`config.mk`:
```
export PLATFORM = sky130hd
export DESIGN_NAME = iec104_asdu_object_parser
export DESIGN_NICKNAME = d
export VERILOG_FILES = /design/src/rtl/core/iap_pkg.sv /design/src/rtl/core/iap_parser.sv /design/src/rtl/core/iap_out_fifo.sv /design/src/rtl/core/iec104_asdu_object_parser.sv
export SDC_FILE = /design/constraint.sdc
export NUM_CORES = 1
export LEC_CHECK = 0
export BUFFER_PORTS_ARGS = -buffer_cell sky130_fd_sc_hd__buf_2
export CORE_MARGIN = 5
export CORE_UTILIZATION = 54
export CTS_BUF_LIST = sky130_fd_sc_hd__clkbuf_4 sky130_fd_sc_hd__clkbuf_8
export CTS_CLUSTER_DIAMETER = 100
export CTS_CLUSTER_SIZE = 24
export DETAILED_ROUTE_END_ITERATION = 16
export PLACE_DENSITY_LB_ADDON = 0.05
export SYNTH_ARGS = -nofsm -noshare
export SYNTH_HDL_FRONTEND = slang
export SYNTH_SLANG_ARGS = --single-unit
```
`constraint.sdc`:
```
create_clock -name clk -period 5.1 [get_ports clk]
set_input_delay 0.765 -clock clk [delete_from_list [all_inputs] [get_ports clk]]
set_output_delay 0.765 -clock clk [all_outputs]
set_load 0.005 [all_outputs]
```
`src/rtl/core/iap_pkg.sv`:
```
// Package for the telecontrol data unit object parser.
// Holds the result record, object format decode, and field codes.
// No dependencies.
`default_nettype none

package iap_pkg;

  localparam logic [1:0] RK_OBJECT = 2'd0;
  localparam logic [1:0] RK_OK     = 2'd1;
  localparam logic [1:0] RK_SHORT  = 2'd2;

  localparam logic [2:0] VK_NONE   = 3'd0;
  localparam logic [2:0] VK_SINGLE = 3'd1;
  localparam logic [2:0] VK_DOUBLE = 3'd2;
  localparam logic [2:0] VK_NORM   = 3'd3;
  localparam logic [2:0] VK_SCALED = 3'd4;
  localparam logic [2:0] VK_FLOAT  = 3'd5;

  localparam logic [7:0] T_SP    = 8'd1;
  localparam logic [7:0] T_DP    = 8'd3;
  localparam logic [7:0] T_ME_NA = 8'd9;
  localparam logic [7:0] T_ME_NB = 8'd11;
  localparam logic [7:0] T_ME_NC = 8'd13;
  localparam logic [7:0] T_SP_TB = 8'd30;
  localparam logic [7:0] T_DP_TB = 8'd31;
  localparam logic [7:0] T_ME_TF = 8'd34;

  localparam logic [3:0] HDR_LEN  = 4'd6;
  localparam logic [3:0] MIN_UNIT = 4'd9;
  localparam logic [2:0] ADDR_LEN = 3'd3;
  localparam logic [2:0] TAG_LEN  = 3'd7;

  localparam logic [3:0] POS_TYPE   = 4'd0;
  localparam logic [3:0] POS_VSQ    = 4'd1;
  localparam logic [3:0] POS_COT    = 4'd2;
  localparam logic [3:0] POS_CA_LO  = 4'd4;
  localparam logic [3:0] POS_CA_HI  = 4'd5;

  localparam int unsigned Q_DEPTH = 4;
  localparam int unsigned Q_AW    = 2;

  typedef struct packed {
    logic [1:0]  result_kind;
    logic [7:0]  type_code;
    logic [5:0]  cause_code;
    logic [15:0] station_address;
    logic        sequence_mode;
    logic [23:0] object_address;
    logic [2:0]  value_kind;
    logic [31:0] object_value;
    logic        last_result;
  } iap_result_t;

  typedef struct packed {
    logic a;
    logic b;
  } iap_push_t;

  typedef struct packed {
    logic [2:0] len;
    logic [2:0] kind;
    logic [2:0] skip;
  } iap_fmt_t;

  function automatic iap_fmt_t iap_object_format(input logic [7:0] t, input logic seq);
    iap_fmt_t f;
    f = '{len: 3'd0, kind: VK_NONE, skip: 3'd0};
    if (seq) begin
      unique case (t)
        T_SP:    f = '{len: 3'd1, kind: VK_SINGLE, skip: 3'd0};
        T_DP:    f = '{len: 3'd1, kind: VK_DOUBLE, skip: 3'd0};
        T_ME_NA: f = '{len: 3'd3, kind: VK_NORM,   skip: 3'd0};
        T_ME_NB: f = '{len: 3'd3, kind: VK_SCALED, skip: 3'd0};
        T_ME_NC: f = '{len: 3'd5, kind: VK_FLOAT,  skip: 3'd0};
        default: f = '{len: 3'd1, kind: VK_NONE,   skip: 3'd0};
      endcase
    end else begin
      unique case (t)
        T_SP:    f = '{len: 3'd1, kind: VK_SINGLE, skip: 3'd0};
        T_SP_TB: f = '{len: 3'd1, kind: VK_SINGLE, skip: TAG_LEN};
        T_DP:    f = '{len: 3'd1, kind: VK_DOUBLE, skip: 3'd0};
        T_DP_TB: f = '{len: 3'd1, kind: VK_DOUBLE, skip: TAG_LEN};
        T_ME_NA: f = '{len: 3'd3, kind: VK_NORM,   skip: 3'd0};
        T_ME_NB: f = '{len: 3'd3, kind: VK_SCALED, skip: 3'd0};
        T_ME_NC: f = '{len: 3'd5, kind: VK_FLOAT,  skip: 3'd0};
        T_ME_TF: f = '{len: 3'd5, kind: VK_FLOAT,  skip: TAG_LEN};
        default: f = '{len: 3'd0, kind: VK_NONE,   skip: 3'd1};
      endcase
    end
    return f;
  endfunction

  function automatic iap_result_t iap_make_result(
    input logic [1:0]  rk,
    input logic [7:0]  t,
    input logic [5:0]  cot,
    input logic [15:0] ca,
    input logic        seq,
    input logic [23:0] addr,
    input logic [2:0]  vk,
    input logic [31:0] value,
    input logic        last
  );
    iap_result_t r;
    r.result_kind     = rk;
    r.type_code       = t;
    r.cause_code      = cot;
    r.station_address = ca;
    r.sequence_mode   = seq;
    r.object_address  = addr;
    r.value_kind      = vk;
    r.object_value    = value;
    r.last_result     = last;
    return r;
  endfunction

endpackage

`default_nettype wire

```
`src/rtl/core/iap_parser.sv`:
```
// Byte-at-a-time parser state: header fields and per-object progress.
// Produces up to two results per accepted byte. Depends on iap_pkg.
`default_nettype none

module iap_parser (
  input  wire                 clk,
  input  wire                 rst_n,
  input  wire                 step,
  input  wire [7:0]           data_byte,
  input  wire                 final_byte,
  output iap_pkg::iap_push_t  push,
  output iap_pkg::iap_result_t res_a,
  output iap_pkg::iap_result_t res_b
);
  import iap_pkg::*;

  logic [3:0]  pos_r, pos_nxt;
  logic [7:0]  type_r, type_nxt;
  logic        seq_r, seq_nxt;
  logic [6:0]  objs_r, objs_nxt;
  logic [5:0]  cause_r, cause_nxt;
  logic [15:0] station_r, station_nxt;
  logic [23:0] addr_r, addr_nxt;
  logic [31:0] val_r, val_nxt;
  logic [2:0]  fcnt_r, fcnt_nxt;
  logic [2:0]  skip_r, skip_nxt;
  logic        vphase_r, vphase_nxt;

  iap_fmt_t    fmt;
  logic [23:0] addr_new;
  logic [31:0] val_ins;
  logic [31:0] val_new;
  logic [2:0]  fcnt_inc;

  always_ff @(posedge clk) begin
    if (!rst_n) begin
      pos_r     <= '0;
      type_r    <= '0;
      seq_r     <= 1'b0;
      objs_r    <= '0;
      cause_r   <= '0;
      station_r <= '0;
      addr_r    <= '0;
      val_r     <= '0;
      fcnt_r    <= '0;
      skip_r    <= '0;
      vphase_r  <= 1'b0;
    end else begin
      pos_r     <= pos_nxt;
      type_r    <= type_nxt;
      seq_r     <= seq_nxt;
      objs_r    <= objs_nxt;
      cause_r   <= cause_nxt;
      station_r <= station_nxt;
      addr_r    <= addr_nxt;
      val_r     <= val_nxt;
      fcnt_r    <= fcnt_nxt;
      skip_r    <= skip_nxt;
      vphase_r  <= vphase_nxt;
    end
  end

  always_comb begin
    pos_nxt     = pos_r;
    type_nxt    = type_r;
    seq_nxt     = seq_r;
    objs_nxt    = objs_r;
    cause_nxt   = cause_r;
    station_nxt = station_r;
    addr_nxt    = addr_r;
    val_nxt     = val_r;
    fcnt_nxt    = fcnt_r;
    skip_nxt    = skip_r;
    vphase_nxt  = vphase_r;
    push        = '0;
    res_a       = '0;
    res_b       = '0;

    fmt      = iap_object_format(type_r, seq_r);
    fcnt_inc = fcnt_r + 3'd1;
    addr_new = addr_r | ({16'd0, data_byte} << {fcnt_r[1:0], 3'b000});
    val_ins  = val_r | ({24'd0, data_byte} << {fcnt_r[1:0], 3'b000});
    val_new  = val_r;
    case (fmt.kind) inside
      VK_SINGLE: val_new = {31'd0, data_byte[0]};
      VK_DOUBLE: val_new = {30'd0, data_byte[1:0]};
      VK_NORM, VK_SCALED: begin
        if (fcnt_r < 3'd2) val_new = val_ins;
      end
      VK_FLOAT: begin
        if (fcnt_r < 3'd4) val_new = val_ins;
      end
      default: val_new = val_r;
    endcase

    if (step) begin
      if (pos_r < HDR_LEN) begin
        unique case (pos_r)
          POS_TYPE: type_nxt = data_byte;
          POS_VSQ: begin
            seq_nxt  = data_byte[7];
            objs_nxt = data_byte[6:0];
          end
          POS_COT:   cause_nxt = data_byte[5:0];
          POS_CA_LO: station_nxt = {station_r[15:8], data_byte};
          POS_CA_HI: station_nxt = {data_byte, station_r[7:0]};
          default: ;
        endcase
      end else if (objs_r != 7'd0) begin
        if (skip_r != 3'd0) begin
          skip_nxt = skip_r - 3'd1;
        end else if (!vphase_r) begin
          addr_nxt = addr_new;
          fcnt_nxt = fcnt_inc;
          if (fcnt_inc >= ADDR_LEN) begin
            fcnt_nxt   = '0;
            val_nxt    = '0;
            vphase_nxt = 1'b1;
            if (!seq_r && fmt.len == 3'd0) begin
              push.a     = 1'b1;
              res_a      = iap_make_result(RK_OBJECT, type_r, cause_r, station_r, seq_r,
                                           addr_new, fmt.kind, 32'd0, 1'b0);
              objs_nxt   = objs_r - 7'd1;
              addr_nxt   = '0;
              vphase_nxt = 1'b0;
              skip_nxt   = fmt.skip;
            end
          end
        end else begin
          val_nxt  = val_new;
          fcnt_nxt = fcnt_inc;
          if (fcnt_inc >= fmt.len) begin
            push.a   = 1'b1;
            res_a    = iap_make_result(RK_OBJECT, type_r, cause_r, station_r, seq_r, addr_r,
                                       fmt.kind, (fmt.kind == VK_NONE) ? 32'd0 : val_new,
                                       1'b0);
            objs_nxt = objs_r - 7'd1;
            fcnt_nxt = '0;
            val_nxt  = '0;
            if (seq_r) begin
              addr_nxt = addr_r + 24'd1;
            end else begin
              addr_nxt   = '0;
              vphase_nxt = 1'b0;
              skip_nxt   = fmt.skip;
            end
          end
        end
      end

      if (pos_r < MIN_UNIT) pos_nxt = pos_r + 4'd1;

      if (final_byte) begin
        push.b = 1'b1;
        if (pos_nxt < MIN_UNIT) begin
          res_b = iap_make_result(RK_SHORT, 8'd0, 6'd0, 16'd0, 1'b0, 24'd0, VK_NONE,
                                  32'd0, 1'b1);
        end else begin
          res_b = iap_make_result(RK_OK, type_r, cause_r, station_r, seq_r, 24'd0, VK_NONE,
                                  32'd0, 1'b1);
        end
        pos_nxt     = '0;
        type_nxt    = '0;
        seq_nxt     = 1'b0;
        objs_nxt    = '0;
        cause_nxt   = '0;
        station_nxt = '0;
        addr_nxt    = '0;
        val_nxt     = '0;
        fcnt_nxt    = '0;
        skip_nxt    = '0;
        vphase_nxt  = 1'b0;
      end
    end
  end

endmodule

`default_nettype wire

```
`src/rtl/core/iap_out_fifo.sv`:
```
// Result queue: takes up to two results per cycle, hands out one.
// Depends on iap_pkg.
`default_nettype none

module iap_out_fifo (
  input  wire                  clk,
  input  wire                  rst_n,
  input  iap_pkg::iap_push_t   push,
  input  iap_pkg::iap_result_t res_a,
  input  iap_pkg::iap_result_t res_b,
  output logic                 room,
  output logic                 out_valid,
  input  wire                  out_ready,
  output iap_pkg::iap_result_t out_res
);
  import iap_pkg::*;

  iap_result_t       mem [Q_DEPTH];
  logic [Q_AW-1:0]   wr_r, wr_nxt;
  logic [Q_AW-1:0]   rd_r, rd_nxt;
  logic [Q_AW:0]     cnt_r, cnt_nxt;
  logic [Q_AW-1:0]   wr_b;
  logic              pop;

  assign pop       = out_valid && out_ready;
  assign out_valid = (cnt_r != '0);
  assign out_res   = mem[rd_r];
  assign room      = (cnt_r <= (Q_AW+1)'(Q_DEPTH - 2));
  assign wr_b      = push.a ? (wr_r + 1'b1) : wr_r;

  always_comb begin
    wr_nxt  = wr_r + Q_AW'(push.a) + Q_AW'(push.b);
    rd_nxt  = rd_r + Q_AW'(pop);
    cnt_nxt = cnt_r + (Q_AW+1)'(push.a) + (Q_AW+1)'(push.b) - (Q_AW+1)'(pop);
  end

  always_ff @(posedge clk) begin
    if (!rst_n) begin
      wr_r  <= '0;
      rd_r  <= '0;
      cnt_r <= '0;
    end else begin
      wr_r  <= wr_nxt;
      rd_r  <= rd_nxt;
      cnt_r <= cnt_nxt;
    end
  end

  always_ff @(posedge clk) begin
    if (push.a) mem[wr_r] <= res_a;
    if (push.b) mem[wr_b] <= res_b;
  end

endmodule

`default_nettype wire

```
`src/rtl/core/iec104_asdu_object_parser.sv`:
```
// A result is queued when the byte that completes it is taken. Throughput: one byte per
// cycle while in_tready is high; a final byte may queue two results (object, then status).
// The four-entry result queue holds in_tready low while fewer than two entries are free.
// Reset: synchronous, active low; clears header, object progress and the result queue.
// Top level of the data unit object parser; instantiates iap_parser and iap_out_fifo.
`default_nettype none

module iec104_asdu_object_parser (
  input  wire         clk,
  input  wire         rst_n,
  input  wire         in_tvalid,
  output logic        in_tready,
  input  wire  [7:0]  in_tdata,   // data_byte
  input  wire         in_tlast,   // final_byte
  output logic        out_tvalid,
  input  wire         out_tready,
  output logic [87:0] out_tdata,  // type_code, cause_code, station_address, sequence_mode,
                                  // object_address, object_value, zero pad
  output logic [4:0]  out_tuser,  // result_kind, value_kind
  output logic        out_tlast   // last_result
);
  import iap_pkg::*;

  iap_push_t   push;
  iap_result_t res_a;
  iap_result_t res_b;
  iap_result_t out_res;
  logic        room;
  logic        step;

  assign in_tready = room;
  assign step      = in_tvalid && room;

  iap_parser u_parser (
    .clk        (clk),
    .rst_n      (rst_n),
    .step       (step),
    .data_byte  (in_tdata),
    .final_byte (in_tlast),
    .push       (push),
    .res_a      (res_a),
    .res_b      (res_b)
  );

  iap_out_fifo u_fifo (
    .clk       (clk),
    .rst_n     (rst_n),
    .push      (push),
    .res_a     (res_a),
    .res_b     (res_b),
    .room      (room),
    .out_valid (out_tvalid),
    .out_ready (out_tready),
    .out_res   (out_res)
  );

  assign out_tdata = {1'b0, out_res.object_value, out_res.object_address,
                      out_res.sequence_mode, out_res.station_address,
                      out_res.cause_code, out_res.type_code};
  assign out_tuser = {out_res.value_kind, out_res.result_kind};
  assign out_tlast = out_res.last_result;

endmodule

`default_nettype wire

```
After elaboration in Yosys (flattened, before gate mapping) --
Memory sizes are Yosys's and may differ from the RTL's. A register that Yosys moved wholly into a read port is not among the register bits. Index checks and enable logic that the tools add are counted.
Operators by class: $add $sub $neg 12, multiply operators 0, divide/modulo/power cells 0, magnitude comparators 8, equality and inequality tests 27, shift-type cells 2, mux-type cells 101, bitwise operators 2, reduce and logical (&&, ||, !) cells 34
Operators with widths (number):
- $mux 93 | 9
- $mux 32 | 14
- $mux 24 | 9
- $mux 91 | 2
- $pmux 9 s8 | 1
- $mux 7 | 9
- $mux 3 | 16
- $pmux 9 s5 | 1
- $mux 16 | 2
- $or 32x32->32 | 1
- $pmux 16 s2 | 1
- $shl 8x5->32 | 1
- $add 24x1->24 const B | 1
- $eq 8x4->1 const B | 3
- $mux 1 | 24
- $mux 8 | 3
- $or 24x24->24 | 1
- $shl 8x5->24 | 1
- $mux 6 | 3
- $eq 8x5->1 const B | 2
- $reduce_bool 4->1 | 4
- $reduce_and 7->1 | 2
- $reduce_bool 2->1 | 7
- $mux 4 | 3
- 40 further kinds | 66
Storage, ports and cells: register bits after elaboration 112, bits in latches 0, RAM bits 372, bits in read-only memories 0, input bits 13, output and inout bits 96, logic and storage cells 202, memories 1
Memories:
- u_fifo.mem | depth 4, bits a word 93, rd ports 1, clocked after Yosys merged registers in 1, wr ports 2, line iap_out_fifo.sv:18 | iap_result_t mem [Q_DEPTH];

Logic depth before layout (Yosys ltp) --
word-level depth 15, mapped depth 17, gate-level depth less buffers 16

By module --
From an unflattened synthesis, not the netlist that was laid out.
Unflattened totals: cells, all modules 1987, area total of the unflattened synthesis 25672.1 µm²
Modules (own cells, without submodules):
- iap_out_fifo | instances 1, cells an instance 954, area an instance 18346.3 µm², seq. area each 11310.8 µm²
- iap_parser | instances 1, cells an instance 1030, area an instance 7308.3 µm², seq. area each 2102.0 µm²
- iec104_asdu_object_parser | instances 1, cells an instance 3, area an instance 17.5 µm², seq. area each 0.0 µm²

Least setup slack after synthesis --
No wires, ideal clock.
path type reg2reg, start point reg u_parser.type_r[4], end point mem u_fifo.mem[0][0] (netlist name), enable pin, library setup time 0.396 ns, arrival time 3.573 ns, data required time 4.704 ns, slack 1.130 ns, cell stages (with the launch flop) 14, path buffers 2, period minus slack after synthesis 3.970 ns, cells stage by stage dfxtp_1 buf_2 and4_1 o31ai_1 nand3_1 ha_1 nand2b_1 a21o_1 a21oi_1 o21ai_2 a211oi_1 o21a_1 buf_2 nand2b_1
RTL lines:
- from (decl) | line iap_parser.sv:18 | logic [7:0] type_r, type_nxt;
- from (signal assigned) | line iap_parser.sv:50 | type_r <= type_nxt;
- to (decl) | line iap_out_fifo.sv:18

==> PnR_summary.wiki <==
{| class="wikitable"
! Metric !! Value
|-
| Filler Cells Inserted || 3637
|-
| Area of combinational cells with multiple inputs || 10300 um^2
|-
| Setup slack after placement || 0.763 ns
|-
| Slowest stage delay, CP || 0.78 ns
|-
| Die height || 213 um
|-
| CTS tree || done
|-
| Cell area after technology mapping || 22200 um^2
|-
| Cell at the root of the clock tree || sky130_fd_sc_hd__clkbuf_8
|-
| Classification of the worst setup path || reg2reg
|-
| Number of buffers on the longest clock path || 3
|-
| Sum of buffers and inverters on the critical path || 1
|-
| Wire length of the first global-routing pass || 101000 um
|-
| Core area || 40700 um^2
|-
| Cell types with the highest counts after synthesis || sky130_fd_sc_hd__nand2_1, sky130_fd_sc_hd__dfxtp_1, sky130_fd_sc_hd__nor2_1, sky130_fd_sc_hd__a21oi_1, sky130_fd_sc_hd__edfxtp_1
|-
| Crit-path slowest cell || sky130_fd_sc_hd__a2111oi_1
|-
| Final critical path time including I/O delays and setup || 4.45 ns
|-
| Total Power || 7.13 mW
|-
| Final routed DRC violation total || 0
|-
| Number of buffers added on ports || 107
|-
| Vias per Instance || 6.22
|-
| Starting Density || 54.6%
|-
| Global route overflow || 0
|-
| Prevailing post-synth register cell || sky130_fd_sc_hd__dfxtp_1
|-
| Share of the core filled with cells || 58.0%
|-
| Placed instance area || 23200 um^2
|-
| Max-Slew Margin vs Limit || 21.0%
|-
| Post-Syn Instances || 2324
|-
| Cells resized by post-CTS repair || 0
|-
| RSZ-0062 raised after global routing || false
|-
| Vias in the first global route || 16.9k
|-
| Max_cap viols || 0
|-
| Final Hold Fails || 0
|-
| Worst-path clk slew || 0.16 ns
|-
| Std cell rows || 74
|-
| Global-route usage over all layers || 28.3%
|-
| Result of the run || finished clean
|-
| Share of the yosys chip area belonging to registers || 49.7%
|-
| Half-perimeter wire length of the detailed placement result || 40800 um
|-
| Final Instance Count excl. Fillers || 2871
|-
| Yosys top cell area share || 31.3%
|-
| Setup Viol. Count Final || 0
|-
| Maximum fanout count along the critical path || 36
|-
| Worst slack on hold paths || 0.461 ns
|-
| Data arrival time at the worst-slack endpoint || 4.97 ns
|-
| Portion of total power attributed to combinational logic || 16.2%
|-
| Post-CTS Hold Fix Bufs || 0
|-
| Area added between synthesis and finish || 6.23%
|-
| DP Cell Count || 2834
|-
| Largest net degree at the start of global routing || 60
|-
| Part of the power in registers || 59.4%
|-
| Horiz. Die Dim || 213 um
|-
| Wire length per cell || 22.9 um
|-
| Startpoint Class || flip-flop
|-
| Drt first-iter violations || 1700
|-
| Total Neg Setup Slack || 0 ns
|-
| Post-synth top area cell || sky130_fd_sc_hd__dfxtp_1
|-
| Switching share of power || 28.5%
|-
| Post-synth ARST share || 0%
|-
| Number of optimization iterations in the first detailed-route pass || 5
|-
| CTS H-Tree Depth || 1
|-
| Switching power of the nets || 2.03 mW
|-
| Kind of end point of the critical path || flip-flop
|-
| Worst-case vdd ir drop || 177 uV
|-
| Average footprint of a synthesized cell || 9.57 um^2
|-
| Global placement routability congestion || 0.925
|-
| Leak || 8.31 nW
|-
| Count of flip-flops with a built-in enable after synthesis || 136
|-
| Post-route clock period utilization || 87.2%
|-
| Total non-filler cell area in the finished layout || 23600 um^2
|-
| Number of antenna violations at the first check in global routing || 1
|-
| Ports || 109
|-
| Required time of the critical path || 5.63 ns
|-
| Most instantiated library cell after synthesis || sky130_fd_sc_hd__nand2_1
|-
| Power per Cell Area || 302 nW/um^2
|-
| Clock Power Share || 24.4%
|-
| Critical path cell sequence || nor4b_1 -> o21ai_0 -> nand3_1 -> ha_1 -> nand2b_1 -> a21o_1 -> a21oi_1 -> o21ai_2 -> a2111oi_1 -> or2_2 -> buf_4 -> nor3_1
|-
| Slew at the pin closest to its max-slew limit || 1.18 ns
|-
| Number of storage elements in the synthesis netlist || 484
|-
| Family with the most delay on the worst path || compound AO/OA/AOI/OAI gates
|-
| Distinct cells, synth || 74
|-
| Total Routed Length || 65600 um
|-
| Total number of nets in the final design || 2365
|-
| Top cells by area, synth || sky130_fd_sc_hd__dfxtp_1, sky130_fd_sc_hd__edfxtp_1, sky130_fd_sc_hd__mux4_2
|-
| Fin Clk Skew || 0.0550 ns
|-
| Internal portion of total power || 5.10 mW
|-
| Area of the die || 45300 um^2
|-
| Post-synth net total || 2361
|-
| Yosys warns || 0
|-
| Storage cell area || 11100 um^2
|-
| Path class of the lowest-slack min-delay path || reg2reg
|-
| Clock sink count || 484
|-
| PnR worst setup slack || 0.653 ns
|-
| Total number of vias || 17.9k
|-
| Total setup buffers inserted after CTS || 0
|-
| Maximum clock frequency || 225 MHz
|-
| Pins Over Slew Limit || 0
|-
| Proportion of layout cells with a drive suffix above 1 || 14.2%
|-
| Skew-Pair Late Insertion Delay || 0.66 ns
|-
| Total CTS buffers || 24
|-
| Number of nets still failing antenna checks after routing || 0
|}
-- cells in the final DEF, fill, tap and decap left out, types with 23 or more instances in the layout --
cell type / synthesis / routed
sky130_fd_sc_hd__clkbuf_8: 0 / 25
sky130_fd_sc_hd__a21o_1: 24 / 24
sky130_fd_sc_hd__edfxtp_1: 136 / 136
sky130_fd_sc_hd__nor2_1: 292 / 292
sky130_fd_sc_hd__inv_1: 42 / 42
sky130_fd_sc_hd__buf_2: 45 / 107
sky130_fd_sc_hd__ha_1: 23 / 23
sky130_fd_sc_hd__o21ai_0: 35 / 32
sky130_fd_sc_hd__nor3_1: 116 / 116
sky130_fd_sc_hd__a21boi_0: 112 / 112
sky130_fd_sc_hd__buf_4: 3 / 54
sky130_fd_sc_hd__nand3_1: 41 / 41
sky130_fd_sc_hd__a31oi_1: 24 / 24
sky130_fd_sc_hd__dfxtp_1: 348 / 346
sky130_fd_sc_hd__nand2_1: 356 / 352
sky130_fd_sc_hd__mux4_2: 93 / 93
sky130_fd_sc_hd__a21oi_1: 229 / 229
-- routing by layer --
layer  up-vias  wire (um)  track usage (%)
met5         -          0                0
met4         0       1330             5.94
met3        81       4650             3.26
met2       691      30300             45.0
met1      8845      29400             42.5
li1       8238          -                -
-- worst reg2reg max path, stage by stage, from the launching register on --
cell	delay [ns]
sky130_fd_sc_hd__dfxtp_1	0.58
sky130_fd_sc_hd__nor4b_1	0.49
sky130_fd_sc_hd__o21ai_0	0.29
sky130_fd_sc_hd__nand3_1	0.21
sky130_fd_sc_hd__ha_1	0.25
sky130_fd_sc_hd__nand2b_1	0.14
sky130_fd_sc_hd__a21o_1	0.23
sky130_fd_sc_hd__a21oi_1	0.24
sky130_fd_sc_hd__o21ai_2	0.22
sky130_fd_sc_hd__a2111oi_1	0.78
sky130_fd_sc_hd__or2_2	0.27
sky130_fd_sc_hd__buf_4	0.48
sky130_fd_sc_hd__nor3_1	0.16
-- path summary, 6_finish.rpt --
check / from / to / slack [ns] / depth (start not counted)
hold reg to reg: u_fifo.mem[1][9] / u_fifo.mem[1][9] / 0.46 / 2
setup reg to reg: u_parser.type_r[1] / u_fifo.mem[2][37] / 0.65 / 12
setup / recovery: u_parser.type_r[1] / u_fifo.mem[2][37] / 0.65 / 12
hold / removal: u_fifo.mem[1][9] / u_fifo.mem[1][9] / 0.46 / 2
-- cell families after synthesis --
logic type,synth area share [%]
AND/OR/NAND/NOR,17.8
other,0.0169
flip-flops,49.7
AO/OA/AOI/OAI,16.0
adder cells (fa/ha/maj),1.38
multiplexers,10.3
XOR/XNOR,0.591
buffers and inverters,4.25
-- registers in the layout (all words and copies together), names as in the netlist, 2 cells and up --
register	count
u_fifo.mem	372
u_parser.val_r	32
u_parser.addr_r	24
u_parser.station_r	16
u_parser.type_r	8
u_parser.objs_r	7
u_parser.cause_r	6
u_parser.pos_r	4
u_fifo.cnt_r	3
u_parser.fcnt_r	3
u_parser.skip_r	3
u_fifo.rd_r	2
u_fifo.wr_r	2
-- area by class of cell --
cell class,count,share of cell area [%]
Timing Repair Buffer,164,4.24
Clock inverter,1,0.0848
Inverter,44,0.699
Antenna cell,1,0.0106
Tap cell,532,2.82
Sequential cell,484,46.8
Clock buffer,35,1.77
Multi-Input combinational cell,1610,43.6
-- power by group through the flow --
stage / Combinational [mW] / Clock, mW / Sequential [mW]
after floorplan: 0.883 / 0 / 4.16
after global placement: 1.15 / 0 / 4.32
after detailed placement: 1.15 / 0 / 4.32
after CTS: 1.16 / 1.78 / 4.24
after global routing: 1.23 / 1.91 / 4.27
final: 1.16 / 1.74 / 4.24
(Power assumes the default switching activity.)
